==> config.mk <==
export PLATFORM = sky130hd
export DESIGN_NAME = hp_div
export DESIGN_NICKNAME = d
export VERILOG_FILES = /design/src/sv/histogram_percentile_macros.svh /design/src/sv/hp_pkg.sv /design/src/sv/hp_div.sv
export SDC_FILE = /design/constraint.sdc
export NUM_CORES = 1
export LEC_CHECK = 0
export ABC_AREA = 1
export BUFFER_PORTS_ARGS = -buffer_cell sky130_fd_sc_hd__buf_2
export CAP_MARGIN = 20
export CORE_MARGIN = 2
export CORE_UTILIZATION = 59
export CTS_BUF_LIST = sky130_fd_sc_hd__clkbuf_4
export DETAILED_ROUTE_END_ITERATION = 10
export GPL_ROUTABILITY_DRIVEN = 0
export GPL_TIMING_DRIVEN = 0
export PLACE_DENSITY_LB_ADDON = 0.08
export SLEW_MARGIN = 15
export SYNTH_ARGS = -nofsm -noshare
export SYNTH_HDL_FRONTEND = slang
export SYNTH_SLANG_ARGS = --single-unit
==> constraint.sdc <==
create_clock -name clk -period 2 [get_ports clk]
set_input_delay 0.3 -clock clk [delete_from_list [all_inputs] [get_ports clk]]
set_output_delay 0.3 -clock clk [all_outputs]
set_load 0.05 [all_outputs]
==> src/sv/histogram_percentile_macros.svh <==
// Assertion macros shared by the histogram percentile RTL.
`ifndef HISTOGRAM_PERCENTILE_MACROS_SVH
`define HISTOGRAM_PERCENTILE_MACROS_SVH

`ifndef SYNTHESIS
`define HP_ASSERT(lbl, prop) \
	lbl: assert property (@(posedge clk) disable iff (!arst_n) prop) \
		else $error("histogram_percentile: assertion failed");
`define HP_ASSERT_NEVER(lbl, cond) `HP_ASSERT(lbl, !(cond))
`else
`define HP_ASSERT(lbl, prop)
`define HP_ASSERT_NEVER(lbl, cond)
`endif

`endif

==> src/sv/hp_pkg.sv <==
// Types and constants of the histogram percentile engine.
package hp_pkg;

	localparam int VAL_W = 16;
	localparam int CNT_W = 32;
	localparam int FRAC_W = 17;
	localparam int TGT_W = 33;
	localparam int PROD_W = FRAC_W + CNT_W;
	localparam int OUT_W = 32;
	localparam int IDXO_W = 8;

	typedef enum logic [1:0] {
		REQ_ADD   = 2'd0,
		REQ_CLEAR = 2'd1,
		REQ_QUERY = 2'd2,
		REQ_NONE  = 2'd3
	} req_t;

	typedef enum logic [1:0] {
		REG_MIN   = 2'd0,
		REG_MAX   = 2'd1,
		REG_DELTA = 2'd2,
		REG_NONE  = 2'd3
	} reg_idx_t;

	typedef enum logic [3:0] {
		ST_CLR,
		ST_IDLE,
		ST_SPAN,
		ST_OFF,
		ST_ADD_RD,
		ST_ADD_WR,
		ST_MUL,
		ST_WALK,
		ST_EDGE
	} state_t;

	typedef struct packed {
		logic             go;
		logic [VAL_W-1:0] dividend;
		logic [VAL_W-1:0] divisor;
	} div_req_t;

endpackage

==> src/sv/hp_div.sv <==
// Restoring divider, one quotient bit per cycle, shared by the bin index paths.
module hp_div import hp_pkg::*; (
	input  logic             clk,
	input  logic             arst_n,
	input  div_req_t         req,
	output logic             done,
	output logic [VAL_W-1:0] quotient
);

	localparam int STEP_W = $clog2(VAL_W + 1);

	logic              run_q;
	logic              done_q;
	logic [STEP_W-1:0] step_q;
	logic [VAL_W-1:0]  rem_q;
	logic [VAL_W-1:0]  quo_q;
	logic [VAL_W-1:0]  dsr_q;
	logic [VAL_W:0]    trial;
	logic              fits;

	assign trial = {rem_q, quo_q[VAL_W-1]};
	assign fits  = trial >= {1'b0, dsr_q};

	always_ff @(posedge clk or negedge arst_n) begin
		if (!arst_n) begin
			run_q  <= 1'b0;
			done_q <= 1'b0;
			step_q <= '0;
		end else begin
			done_q <= 1'b0;
			if (req.go) begin
				run_q  <= 1'b1;
				step_q <= STEP_W'(VAL_W);
			end else if (run_q) begin
				step_q <= step_q - 1'b1;
				if (step_q == STEP_W'(1)) begin
					run_q  <= 1'b0;
					done_q <= 1'b1;
				end
			end
		end
	end

	always_ff @(posedge clk) begin
		if (req.go) begin
			rem_q <= '0;
			quo_q <= req.dividend;
			dsr_q <= req.divisor;
		end else if (run_q) begin
			// shift in next dividend bit, subtract when the divisor fits
			rem_q <= fits ? VAL_W'(trial - {1'b0, dsr_q}) : trial[VAL_W-1:0];
			quo_q <= {quo_q[VAL_W-2:0], fits};
		end
	end

	assign done     = done_q;
	assign quotient = quo_q;

endmodule

==> results list, run 1 <==
* Critical register-to-register path endpoint: rem_q[9]
* Number of nets still failing antenna checks after routing: 0
* Total number of H-tree levels: 2
* Fraction of synthesized cell area in xor and xnor cells: 1.57%
* Kind of cell adding the most delay to the critical path: simple AND/OR/NAND/NOR gates
- #FFs+latches synth: 55
- After detailed routing, the number of remaining DRC violations is 0.
* Power share of the combinational group: 53.9%
* Fraction of the mapped netlist area in compound gates: 5.04%
- The die covers 6300 um^2.
- Setup violations remaining at the end of the flow were counted as 0.
- For the worst setup path, the data required time is 2.29 ns.
- The number of clock buffers added by TritonCTS is 5.
* Cell Area, Placed: 3710 um^2
* Effective utilization at floorplan: 60.9%
- Detailed placement finished with a half-perimeter wire length of 5260 um.
* Sequential share of the synthesized area: 43.4%
- Distinct cell type count of the synthesized netlist: 35
- Proportion of layout cells with a drive suffix above 1: 23.1%
- In this run, the number of DRC markers left after iteration 0 of detailed routing was 232.
* Post-Layout Inst Area: 4070 um^2
- CTS tree: built
* Vias after detailed routing: 3091
* Reg2Reg Launch Point: dsr_q[6]
- Time the worst path needs with I/O delays and setup: 1.91 ns
* GRT Total Usage: 24.6%
- Counting instances, the worst hold path has a depth of 1.
* Most used cells in the layout excluding fill and tap cells: 156 x sky130_fd_sc_hd__nand2_1, 73 x sky130_fd_sc_hd__inv_1, 52 x sky130_fd_sc_hd__buf_2, 38 x sky130_fd_sc_hd__nand3_1, 32 x sky130_fd_sc_hd__edfxtp_1
- The critical path is of the reg -> reg type.
- Final routed wirelength across all metal layers: 7560 um
- The share of total power dissipated in sequential elements is 33.0%.
- In this run the core area contains 27 standard-cell rows.
- Adder-cell share of the synthesized area: 7.32%
- Via density per instance: 5.31
* Achievable clock frequency: 524 MHz
- Fill cells: 398
- Run status: finished, final reports clean
- Clock transition time at the flip-flop clock pins of the worst setup and hold paths: 0.17 ns
- Relative max-transition margin: 52.8%
* Vias in the first global route: 2914
- Setup TNS Final: 0 ns
* Layout Skew: 0.0155 ns
- Simple-gate portion of the synthesized area: 32.8%
- Avg WL per Cell: 13.0 um
- Largest family of logic cells by synthesized area: simple AND/OR/NAND/NOR gates
- The multi-input combinational cells in the finished layout cover a total of 1740 um^2.
- Across the run, the number of max-cap violations was 0.
- The most used flip-flop cell after synthesis is sky130_fd_sc_hd__edfxtp_1.
- Final count of hold timing violations: 0
- After layout, the worst path uses 95.4% of the clock period.
- After global routing the overflow that remains totals 0.
- Relative to the synthesized area, the layout overhead comes to 21.5%.
- Synthesized net count: 494
* Die Y: 79.4 um
- The worst setup path is captured at a flop.
- Number of enable-type register cells in the synthesized netlist: 32
* Cell-by-cell listing of the critical path: inv_1, ha_4, nand2_1, nor2_2, nand3_2, nand3_4, nand2_4, nand2_8, buf_8, nand2_1, nand3_1, o21ai_1
- Among all stages on the critical path, the largest delay is contributed by sky130_fd_sc_hd__edfxtp_1.
- R2r worst-path depth: 12
- In this run switching power makes up 43.0% of total power.
- Avg Synthesized Cell Area: 7.62 um^2
* Total Nets Final: 563
- Entering global routing, the biggest net connects 26 pins.
* Switch Pwr: 0.00205 W
- Crit path buffers/inverters: 2
* Number of antenna violations at the first check in global routing: 0
- Registers take 1460 um^2.
- Timing analysis after detailed placement gives a worst setup slack of -0.406 ns.
- Commonest non-fill, non-tap cell in the layout: sky130_fd_sc_hd__nand2_1
* Buffer depth of the longest clock path: 2
* Cell count after synthesis: 440
* Worst Max-Slew Pin Slew: 0.706 ns
- Along the worst path, the maximum fanout reaches 8.
- Post-synthesis mux area share: 0%
* Floorplan die width: 79.4 um
- Data on the critical path arrives at its endpoint at 2.20 ns.
* Clock root buffer: sky130_fd_sc_hd__clkbuf_4
* Post-route worst setup slack: 0.0912 ns
* Std-Cell Core Area: 5510 um^2
- For hold timing, the worst endpoint is dsr_q[10].
- Slew Limit Fails: 0
- Power Internal: 0.00273 W
- Summed over all cells, the static leakage comes to 2.09 nW.
* Reg-to-reg setup timing slack: 0.09 ns
- VDD sags by at most 0.731 mV.
- Clock latency of the later-clocked register in the worst-skew pair: 0.38 ns
* Async set or reset register ratio after synthesis: 12.7%
- Port buffering added 51 buffers.
- The first detailed-routing pass ran for 6 iterations.
- Number of placed I/O pins: 52
* Most repeated library cell on the critical path: sky130_fd_sc_hd__nand2_1
- The first global-routing pass estimated 12500 um of wire.
* Critical hold path startpoint: req[10]
- Worst stage delay on the critical path: 0.35 ns
- Worst min-delay path class: in -> reg
- Of the total power, the clock network draws 13.1%.
- Power per cell area: 1170 nW/um^2
- Number of warnings printed during yosys synthesis: 0
* Element type at the critical path start: flop
- Netlist Area Pre-Place: 3350 um^2
* Antenna diodes: 0
* Sink count of the clock tree: 55
==> metrics by stage <==
stage | instances | utilization [%] | hold slack (ns) | total power, W
after global routing | 582 | 74.0 | 0.0526 | 0.00515
after CTS | 574 | 69.3 | 0.0752 | 0.00441
after floorplan | 440 | - | 0.00441 | 0.00327
final | 582 | 74.0 | 0.0781 | 0.00478
after detailed placement | 563 | 67.3 | 0.141 | 0.00373
after global placement | 563 | 67.3 | 0.138 | 0.00368
==> cells in the mapped netlist, types with 2 or more instances <==
cell	number	area, um^2
sky130_fd_sc_hd__nand3_2	4	40.0
sky130_fd_sc_hd__a21oi_1	9	45.0
sky130_fd_sc_hd__nor3_1	2	10.0
sky130_fd_sc_hd__buf_2	3	15.0
sky130_fd_sc_hd__xnor2_1	5	43.8
sky130_fd_sc_hd__nand3_1	39	195
sky130_fd_sc_hd__nor2_1	16	60.1
sky130_fd_sc_hd__nor2_2	5	31.3
sky130_fd_sc_hd__a21oi_2	2	17.5
sky130_fd_sc_hd__nand3b_1	8	60.1
sky130_fd_sc_hd__nand2_2	5	31.3
sky130_fd_sc_hd__ha_1	18	225
sky130_fd_sc_hd__edfxtp_1	32	961
sky130_fd_sc_hd__o21ai_2	3	26.3
sky130_fd_sc_hd__nand2_4	2	22.5
sky130_fd_sc_hd__inv_1	74	278
sky130_fd_sc_hd__clkbuf_1	4	15.0
sky130_fd_sc_hd__dfrtp_1	7	175
sky130_fd_sc_hd__nand4_1	4	25.0
sky130_fd_sc_hd__o21ai_0	10	50.1
sky130_fd_sc_hd__o21ai_1	2	10.0
sky130_fd_sc_hd__dfxtp_1	16	320
sky130_fd_sc_hd__nand2_1	158	593
==> power groups by stage <==
stage               sequential, W  combinational, W  clock, W
floorplan                 0.00172           0.00156         0
global placement          0.00156           0.00211         0
detailed placement        0.00157           0.00216         0
CTS                       0.00154           0.00223  0.000639
global route              0.00160           0.00286  0.000684
finish                    0.00158           0.00258  0.000625
==> layer usage <==
layer	track usage (%)	part of all wire [%]
met4	6.90	1.5
met5	0	0
met2	41.8	47
met1	32.8	45
met3	3.73	6.3
==> logic make-up after synthesis <==
logic type	Yosys count
AND/OR/NAND/NOR	247
buffers and inverters	84
flip-flops	55
AO/OA/AOI/OAI	29
adder cells (fa/ha/maj)	19
XOR/XNOR	6
==> worst max path at each step <==
stage	startpoint	to	slack (ns)	cells after the start
2_1_floorplan	quotient[15]	rem_q[12]	0.002	13
3_3_place_gp	req[32]	quotient[10]	-0.41	5
3_5_place_dp	req[32]	quotient[11]	-0.41	5
4_1_cts	req[32]	quotient[3]	0.008	5
5_1_grt	dsr_q[5]	rem_q[9]	-0.04	12
6_report	dsr_q[6]	rem_q[9]	0.09	12
==> flip-flops by register name (all words and copies together) (netlist names) <==
signal    flops
dsr_q        16
quotient     16
rem_q        16
step_q        5
done          1
run_q         1
==> cell type report <==
class,instances,area share (%)
Multi-Input combinational cell,301,42.8
Sequential cell,55,35.7
Timing Repair Buffer,62,8.78
Inverter,75,6.91
Tap cell,72,2.21
Buffer,9,1.60
Clock inverter,3,1.04
Clock buffer,5,0.921
==> timing repair <==
action,CTS,global route
pin swaps,1,8
gates resized for setup,2,33
buffers inserted,2,7
setup endpoints to repair,10,34
cloned,0,1
hold endpoints to repair,7,0
hold buffers,1,0
(Power assumes the default switching activity.)
==> inputs of run 2 (changes only) <==
--- a/config.mk
+++ b/config.mk
@@ -8,7 +8,6 @@
 export ABC_AREA = 1
 export BUFFER_PORTS_ARGS = -buffer_cell sky130_fd_sc_hd__buf_2
 export CAP_MARGIN = 20
-export CORE_MARGIN = 2
 export CORE_UTILIZATION = 59
 export CTS_BUF_LIST = sky130_fd_sc_hd__clkbuf_4
 export DETAILED_ROUTE_END_ITERATION = 10
==> results list, run 2 (same netlist as run 1, synthesis figures left out) <==
* Cell-by-cell listing of the critical path: inv_2, ha_4, fa_2, inv_2, nand2_1, nand3b_1, buf_4, xnor2_1, nand2_1, nand3_1, o21ai_2
- Post-Layout Inst Area: 4040 um^2 (-0.83%)
- The total number of vias came to 2986 (-3.4%).
- The worst setup path is captured at a flop.
- Layout Skew: 0.00750 ns (-0.00795 ns)
- Most used cells in the layout excluding fill and tap cells: 156 x sky130_fd_sc_hd__nand2_1, 72 x sky130_fd_sc_hd__inv_1, 52 x sky130_fd_sc_hd__buf_2, 37 x sky130_fd_sc_hd__nand3_1, 32 x sky130_fd_sc_hd__edfxtp_1
- Cell Area, Placed: 3710 um^2 (unchanged)
* Number of buffers inserted during clock tree synthesis: 5 (unchanged)
- Worst stage delay on the critical path: 0.42 ns (+0.07 ns)
* Crit path max-delay cell type: sky130_fd_sc_hd__edfxtp_1
- The number of buffers and inverters on the critical path was 3 (+1).
* Sink count of the clock tree: 55 (unchanged)
- Vias in the first global route: 2789 (-4.3%)
- Total Nets Final: 560 (-0.53%)
- Final count of hold timing violations: 0 (unchanged)
- Static leakage power: 2.08 nW (-0.45%)
* Effective utilization at floorplan: 60.9% (unchanged)
- Required time of the critical path: 2.29 ns (about the same)
- Clock latency of the later-clocked register in the worst-skew pair: 0.38 ns (about the same)
- TritonCTS built the clock tree.
- Crit path max fanout: 3 (-5)
- Number of design rule violations left after detail routing: 0 (unchanged)
- The first-pass GRT wire length is 12000 um (-3.4%).
- The part of the cycle the worst path needs is 94.1% (-1.4 points).
- Maximum number of pins on one net before global-route repair: 26 (unchanged)
- Number of placed I/O pins: 52 (unchanged)
* Maximum ir drop on the vdd rail: 0.628 mV (-14%)
* Run status: finished, final reports clean
* Std-Cell Core Area: 5510 um^2 (unchanged)
- The maximum operating frequency was 532 MHz (+1.5%).
* Number of setup violations in the final report: 0 (unchanged)
* Total number of H-tree levels: 2 (unchanged)
* Half-perimeter wire length after detailed placement: 5210 um (-0.81%)
- Util after Layout: 73.4% (-0.61 points)
- Commonest non-fill, non-tap cell in the layout: sky130_fd_sc_hd__nand2_1
- Relative max-transition margin: 53.6% (+0.78 points)
* Critical hold path startpoint: req[11]
- The number of max-slew violations in the final report came to 0 (unchanged).
- Worst EP arrival: 2.17 ns (-0.03 ns)
- The ratio of routed vias to standard cells was 5.16 (-2.9%).
* Kind of cell adding the most delay to the critical path: adder cells
- Worst Max-Slew Pin Slew: 0.694 ns (-0.0117 ns)
- The detail-routed net length per standard cell was 12.7 um (-2.4%).
- Worst setup slack before clock tree synthesis: -0.480 ns (-0.0741 ns)
- The detailed-router iteration count before antenna repair was 5 (-1).
- The standard-cell row count was 27 (unchanged).
* Post-route worst setup slack: 0.119 ns (+0.0278 ns)
- Worst min-delay path class: in -> reg
- Number of DRC violations after detailed-routing iteration 0: 129 (-44%)
* Synth-to-Final Area Change: 20.5%
* Clock transition time at the flip-flop clock pins of the worst setup and hold paths: 0.16 ns (about the same)
- The number of antenna diodes is 0 (unchanged).
- The horizontal extent of the die came to 77.4 um (-2.5%).
- The reported max-cap violation count is 0 (unchanged).
- The critical path is of the reg -> reg type.
* Buffer depth of the longest clock path: 2 (unchanged)
* Clock root buffer: sky130_fd_sc_hd__clkbuf_4
* Die Y: 77.4 um (-2.5%)
- The count of input and output buffers is 51 (unchanged).
- Time the worst path needs with I/O delays and setup: 1.88 ns (-0.0278 ns)
- Reg2Reg Launch Point: quotient[15]
- The total detailed-routing wirelength is 7340 um (-2.9%).
* Power per cell area: 1190 nW/um^2 (+1.0%)
- The sum of overflow across all layers after global routing came to 0 (unchanged).
- The worst setup path is launched from a flop.
* GRT Total Usage: 25.4% (+0.76 points)
- Number of antenna violations at the first check in global routing: 0 (unchanged)
- Number of nets still failing antenna checks after routing: 0 (unchanged)
- Tracing the worst setup path back leads to its startpoint at quotient[15].
* Proportion of layout cells with a drive suffix above 1: 23.1% (-0.060 points)
- Die Footprint: 5990 um^2 (-5.0%)
## run 2: cell count changes in the layout (fill, tap and decap cells not counted), sizes merged
| cell | before | now |
|---|---|---|
| inv | 76 | 75 |
| clkbuf | 11 | 10 |
| buf | 64 | 63 |
| clkinv | 1 | 0 |
| bufinv | 1 | 2 |
## run 2: final cells by class
| cell class | count | area [um^2] |
|---|---|---|
| fill | 401 | 1470 |
| clock buffer | 6 | 45.0 |
| timing repair buffer | 59 | 330 |
| buffer | 9 | 57.6 |
| clock inverter | 2 | 60.1 |
| inverter | 75 | 282 |
| tap | 72 | 90.1 |
| multi-input combinational | 301 | 1720 |
| sequential | 55 | 1460 |
## run 2: timing repair
item / in CTS / in global routing
cloned: 0 / 0
hold endpoints to repair: 7 / 0
pin swaps: 0 / 8
endpoints found under the setup margin: 27 / 14
buffers inserted: 0 / 7
hold buffers: 1 / 0
resized for setup: 3 / 25
## run 2: worst paths after layout
kind	to	slack [ns]	cells past startpoint
max	rem_q[6]	0.12	11
min	dsr_q[11]	0.08	1
max reg2reg	rem_q[6]	0.12	11
min reg2reg	step_q[3]	0.48	1
max in group asynchronous	step_q[0]	1.59	2
min in group asynchronous	step_q[3]	0.26	2
## run 2: metal layers
metal	share of wire, %	global-route usage [%]	up-vias
li1	-	-	1524
met1	45	32.4	1350
met2	48	43.1	97
met3	4.4	3.88	15
met4	2.3	10.0	0
met5	0	0	-
## run 2: stage by stage
step	total power (W)	cells	setup TNS, ns	hold slack [ns]
6_report	0.00479	579	0	0.0782
2_1_floorplan	0.00327	440	0	0.00441
3_5_place_dp	0.00373	563	-11.48	0.138
5_1_grt	0.00513	579	-0.0181	0.0589
4_1_cts	0.00450	572	-0.00537	0.0722
3_3_place_gp	0.00368	563	-9.69	0.138
## run 2: power breakdown
group	switching (W)	internal [W]	total, W
registers	0.000157	0.00142	0.00158
logic	0.00148	0.000973	0.00245
clock network	0.000354	0.000404	0.000758
==> inputs of run 3 (changes only) <==
--- a/config.mk
+++ b/config.mk
@@ -13,7 +13,7 @@
 export DETAILED_ROUTE_END_ITERATION = 10
 export GPL_ROUTABILITY_DRIVEN = 0
 export GPL_TIMING_DRIVEN = 0
-export PLACE_DENSITY_LB_ADDON = 0.08
+export PLACE_DENSITY = 0.82
 export SLEW_MARGIN = 15
 export SYNTH_ARGS = -nofsm -noshare
 export SYNTH_HDL_FRONTEND = slang
==> results list, run 3 (same netlist as run 1, synthesis figures left out) <==
- Run status: finished, final reports clean
- Maximum number of pins on one net before global-route repair: 26 (unchanged)
- The buffer levels on the longest clock path was 2 (unchanged).
- Total iterations of the first detailed-routing run: 5 (unchanged)
- Final count of hold timing violations: 0 (unchanged)
- The leakage power came to 2.11 nW (+1.3%).
* Relative max-transition margin: 47.6% (-5.9 points)
- The worst-case vdd ir drop is 0.536 mV (-15%).
- Most used cells in the layout excluding fill and tap cells: 147 x sky130_fd_sc_hd__nand2_1, 69 x sky130_fd_sc_hd__inv_1, 52 x sky130_fd_sc_hd__buf_2, 32 x sky130_fd_sc_hd__nand3_1, 32 x sky130_fd_sc_hd__edfxtp_1
- The post-detailed-route DRC marker count is 0 (unchanged).
- Layout Skew: 0.0245 ns (+0.0170 ns)
- STA classifies the critical path endpoint as a flop.
- Vias after detailed routing: 3129 (+4.8%)
* Antenna diodes: 0 (unchanged)
- The final core utilization was 76.1% (+2.8 points).
* Site Rows: 27 (unchanged)
* Start-to-end type of the worst setup path: reg -> reg
- PortBufs: 51 (unchanged)
* Total global routing overflow: 0 (unchanged)
* Wire length of the first global-routing pass: 12400 um (+3.1%)
- The required arrival time at the worst endpoint was 2.30 ns (about the same).
- The part of the cycle the worst path needs came to 97.7% (+3.7 points).
- The fraction of layout cells with a size suffix above 1 was 27.2% (+4.1 points).
- Worst Max-Slew Pin Slew: 0.783 ns (+0.0886 ns)
- The initial detailed-routing violation count is 219 (+70%).
* Crit path max fanout: 7 (+4)
- Final routed wirelength across all metal layers: 8440 um (+15%)
* Std-Cell Core Area: 5510 um^2 (unchanged)
- Effective utilization at floorplan: 60.9% (unchanged)
* Clock root buffer: sky130_fd_sc_hd__clkbuf_4
* Hold WS: 0.0625 ns (-0.0157 ns)
- Clock latency of the later-clocked register in the worst-skew pair: 0.39 ns (about the same)
* Via density per instance: 5.37 (+4.1%)
* RSZ-0062 raised after global routing: true
* Number of nets still failing antenna checks after routing: 0 (unchanged)
- Max-capacitance violation count: 0 (unchanged)
- Number of placed I/O pins: 52 (unchanged)
- Vias in the first global route: 2809 (+0.72%)
- Achievable clock frequency: 512 MHz (-3.8%)
- The CTS sink count is 55 (unchanged).
- Element type at the critical path start: flop
- The detailed placer's ending HPWL came to 5500 um (+5.6%).
* Total number of H-tree levels: 2 (unchanged)
- Worst EP arrival: 2.25 ns (+0.08 ns)
- Synth-to-Final Area Change: 25.1%
* Number of antenna violations at the first check in global routing: 0 (unchanged)
- Time the worst path needs with I/O delays and setup: 1.95 ns (+0.0739 ns)
- The horizontal extent of the die came to 77.4 um (unchanged).
- Clock transition time at the flip-flop clock pins of the worst setup and hold paths: 0.18 ns (+0.02 ns)
- The detail-routed net length per standard cell was 14.5 um (+14%).
- Total Nets Final: 564 (+0.71%)
- The total power divided by cell area came to 1210 nW/um^2 (+1.7%).
- GRT Total Usage: 26.4% (+1.0 points)
* Die Y: 77.4 um (unchanged)
- Number of setup violations in the final report: 0 (unchanged)
- Commonest non-fill, non-tap cell in the layout: sky130_fd_sc_hd__nand2_1
- TritonCTS built the clock tree.
* Worst min-delay path class: in -> reg
- Number of buffers inserted during clock tree synthesis: 5 (unchanged)
* Slew Limit Fails: 0 (unchanged)
* Die Footprint: 5990 um^2 (unchanged)
[run 3: cell count changes in the layout (fill, tap and decap cells not counted), moves of 3 or more]
cell	delta
sky130_fd_sc_hd__ha_2	-4
sky130_fd_sc_hd__ha_4	+6
sky130_fd_sc_hd__inv_1	-3
sky130_fd_sc_hd__inv_2	+3
sky130_fd_sc_hd__nand2_1	-9
sky130_fd_sc_hd__nand2_2	+7
sky130_fd_sc_hd__nand3_1	-5
sky130_fd_sc_hd__nand3_2	+4
[run 3: report_power, final]
group | internal, W | switching [W]
logic | 0.00123 | 0.00171
clock network | 0.000137 | 0.000378
registers | 0.00142 | 0.000180
[run 3: area by class of cell]
type | count | area (um^2)
clock buffers | 5 | 37.5
multi-input cells | 301 | 1860
inverters | 75 | 282
repair buffers | 63 | 378
flip-flops and latches | 55 | 1460
clock inverters | 3 | 17.5
well taps | 72 | 90.1
fillers | 412 | 1310
plain buffers | 9 | 68.8
[run 3: timing repair]
| item | 4_1_cts | 5_1_grt |
|---|---|---|
| hold buffers | 1 | 0 |
| setup buffers | 0 | 10 |
| gates resized for setup | 2 | 63 |
| endpoints found under the setup margin | 10 | 33 |
| hold endpoints to repair | 7 | 0 |
| pin swaps | 0 | 17 |
| cloned | 0 | 2 |
[run 3: metal layers]
| metal | up-vias | share of wire [%] | GRT usage (%) |
|---|---|---|---|
| met5 | - | 0 | 0 |
| met4 | 0 | 2.6 | 10.6 |
| met3 | 29 | 5.9 | 4.59 |
| met2 | 122 | 49 | 43.8 |
| met1 | 1447 | 42 | 34.1 |
| li1 | 1531 | - | - |
[run 3: path summary, 6_finish.rpt]
check	endpoint	cells after the start	from	slack, ns
setup / recovery	rem_q[6]	12	dsr_q[0]	0.05
hold / removal	dsr_q[2]	1	req[2]	0.06
setup reg to reg	rem_q[6]	12	dsr_q[0]	0.05
hold reg to reg	step_q[3]	1	step_q[3]	0.48
max in group asynchronous	step_q[4]	2	arst_n	1.59
min in group asynchronous	done	2	arst_n	0.24
[run 3: critical path, stage by stage, from the launching register on]
cell and delay, ns:
sky130_fd_sc_hd__edfxtp_1 0.46, sky130_fd_sc_hd__ha_4 0.31, sky130_fd_sc_hd__nand2_4 0.05, sky130_fd_sc_hd__nor2_4 0.12
sky130_fd_sc_hd__nand3_2 0.08, sky130_fd_sc_hd__o21ai_2 0.18, sky130_fd_sc_hd__nor2_4 0.07, sky130_fd_sc_hd__buf_12 0.14
sky130_fd_sc_hd__nand2_8 0.10, sky130_fd_sc_hd__buf_8 0.13, sky130_fd_sc_hd__nand2_1 0.07, sky130_fd_sc_hd__nand3_2 0.08
sky130_fd_sc_hd__o21ai_2 0.06
[run 3: through the flow]
stage	TNS, ns	power [W]	instance area [um^2]	setup slack, ns	cells
after global placement	-8.99	0.00367	3710	-0.400	563
after global routing	-0.308	0.00536	4190	-0.0427	583
final	0	0.00506	4190	0.0451	583
after detailed placement	-9.93	0.00376	3710	-0.414	563
after floorplan	0	0.00327	3360	0.00206	440
after CTS	0	0.00427	3780	0.000193	572
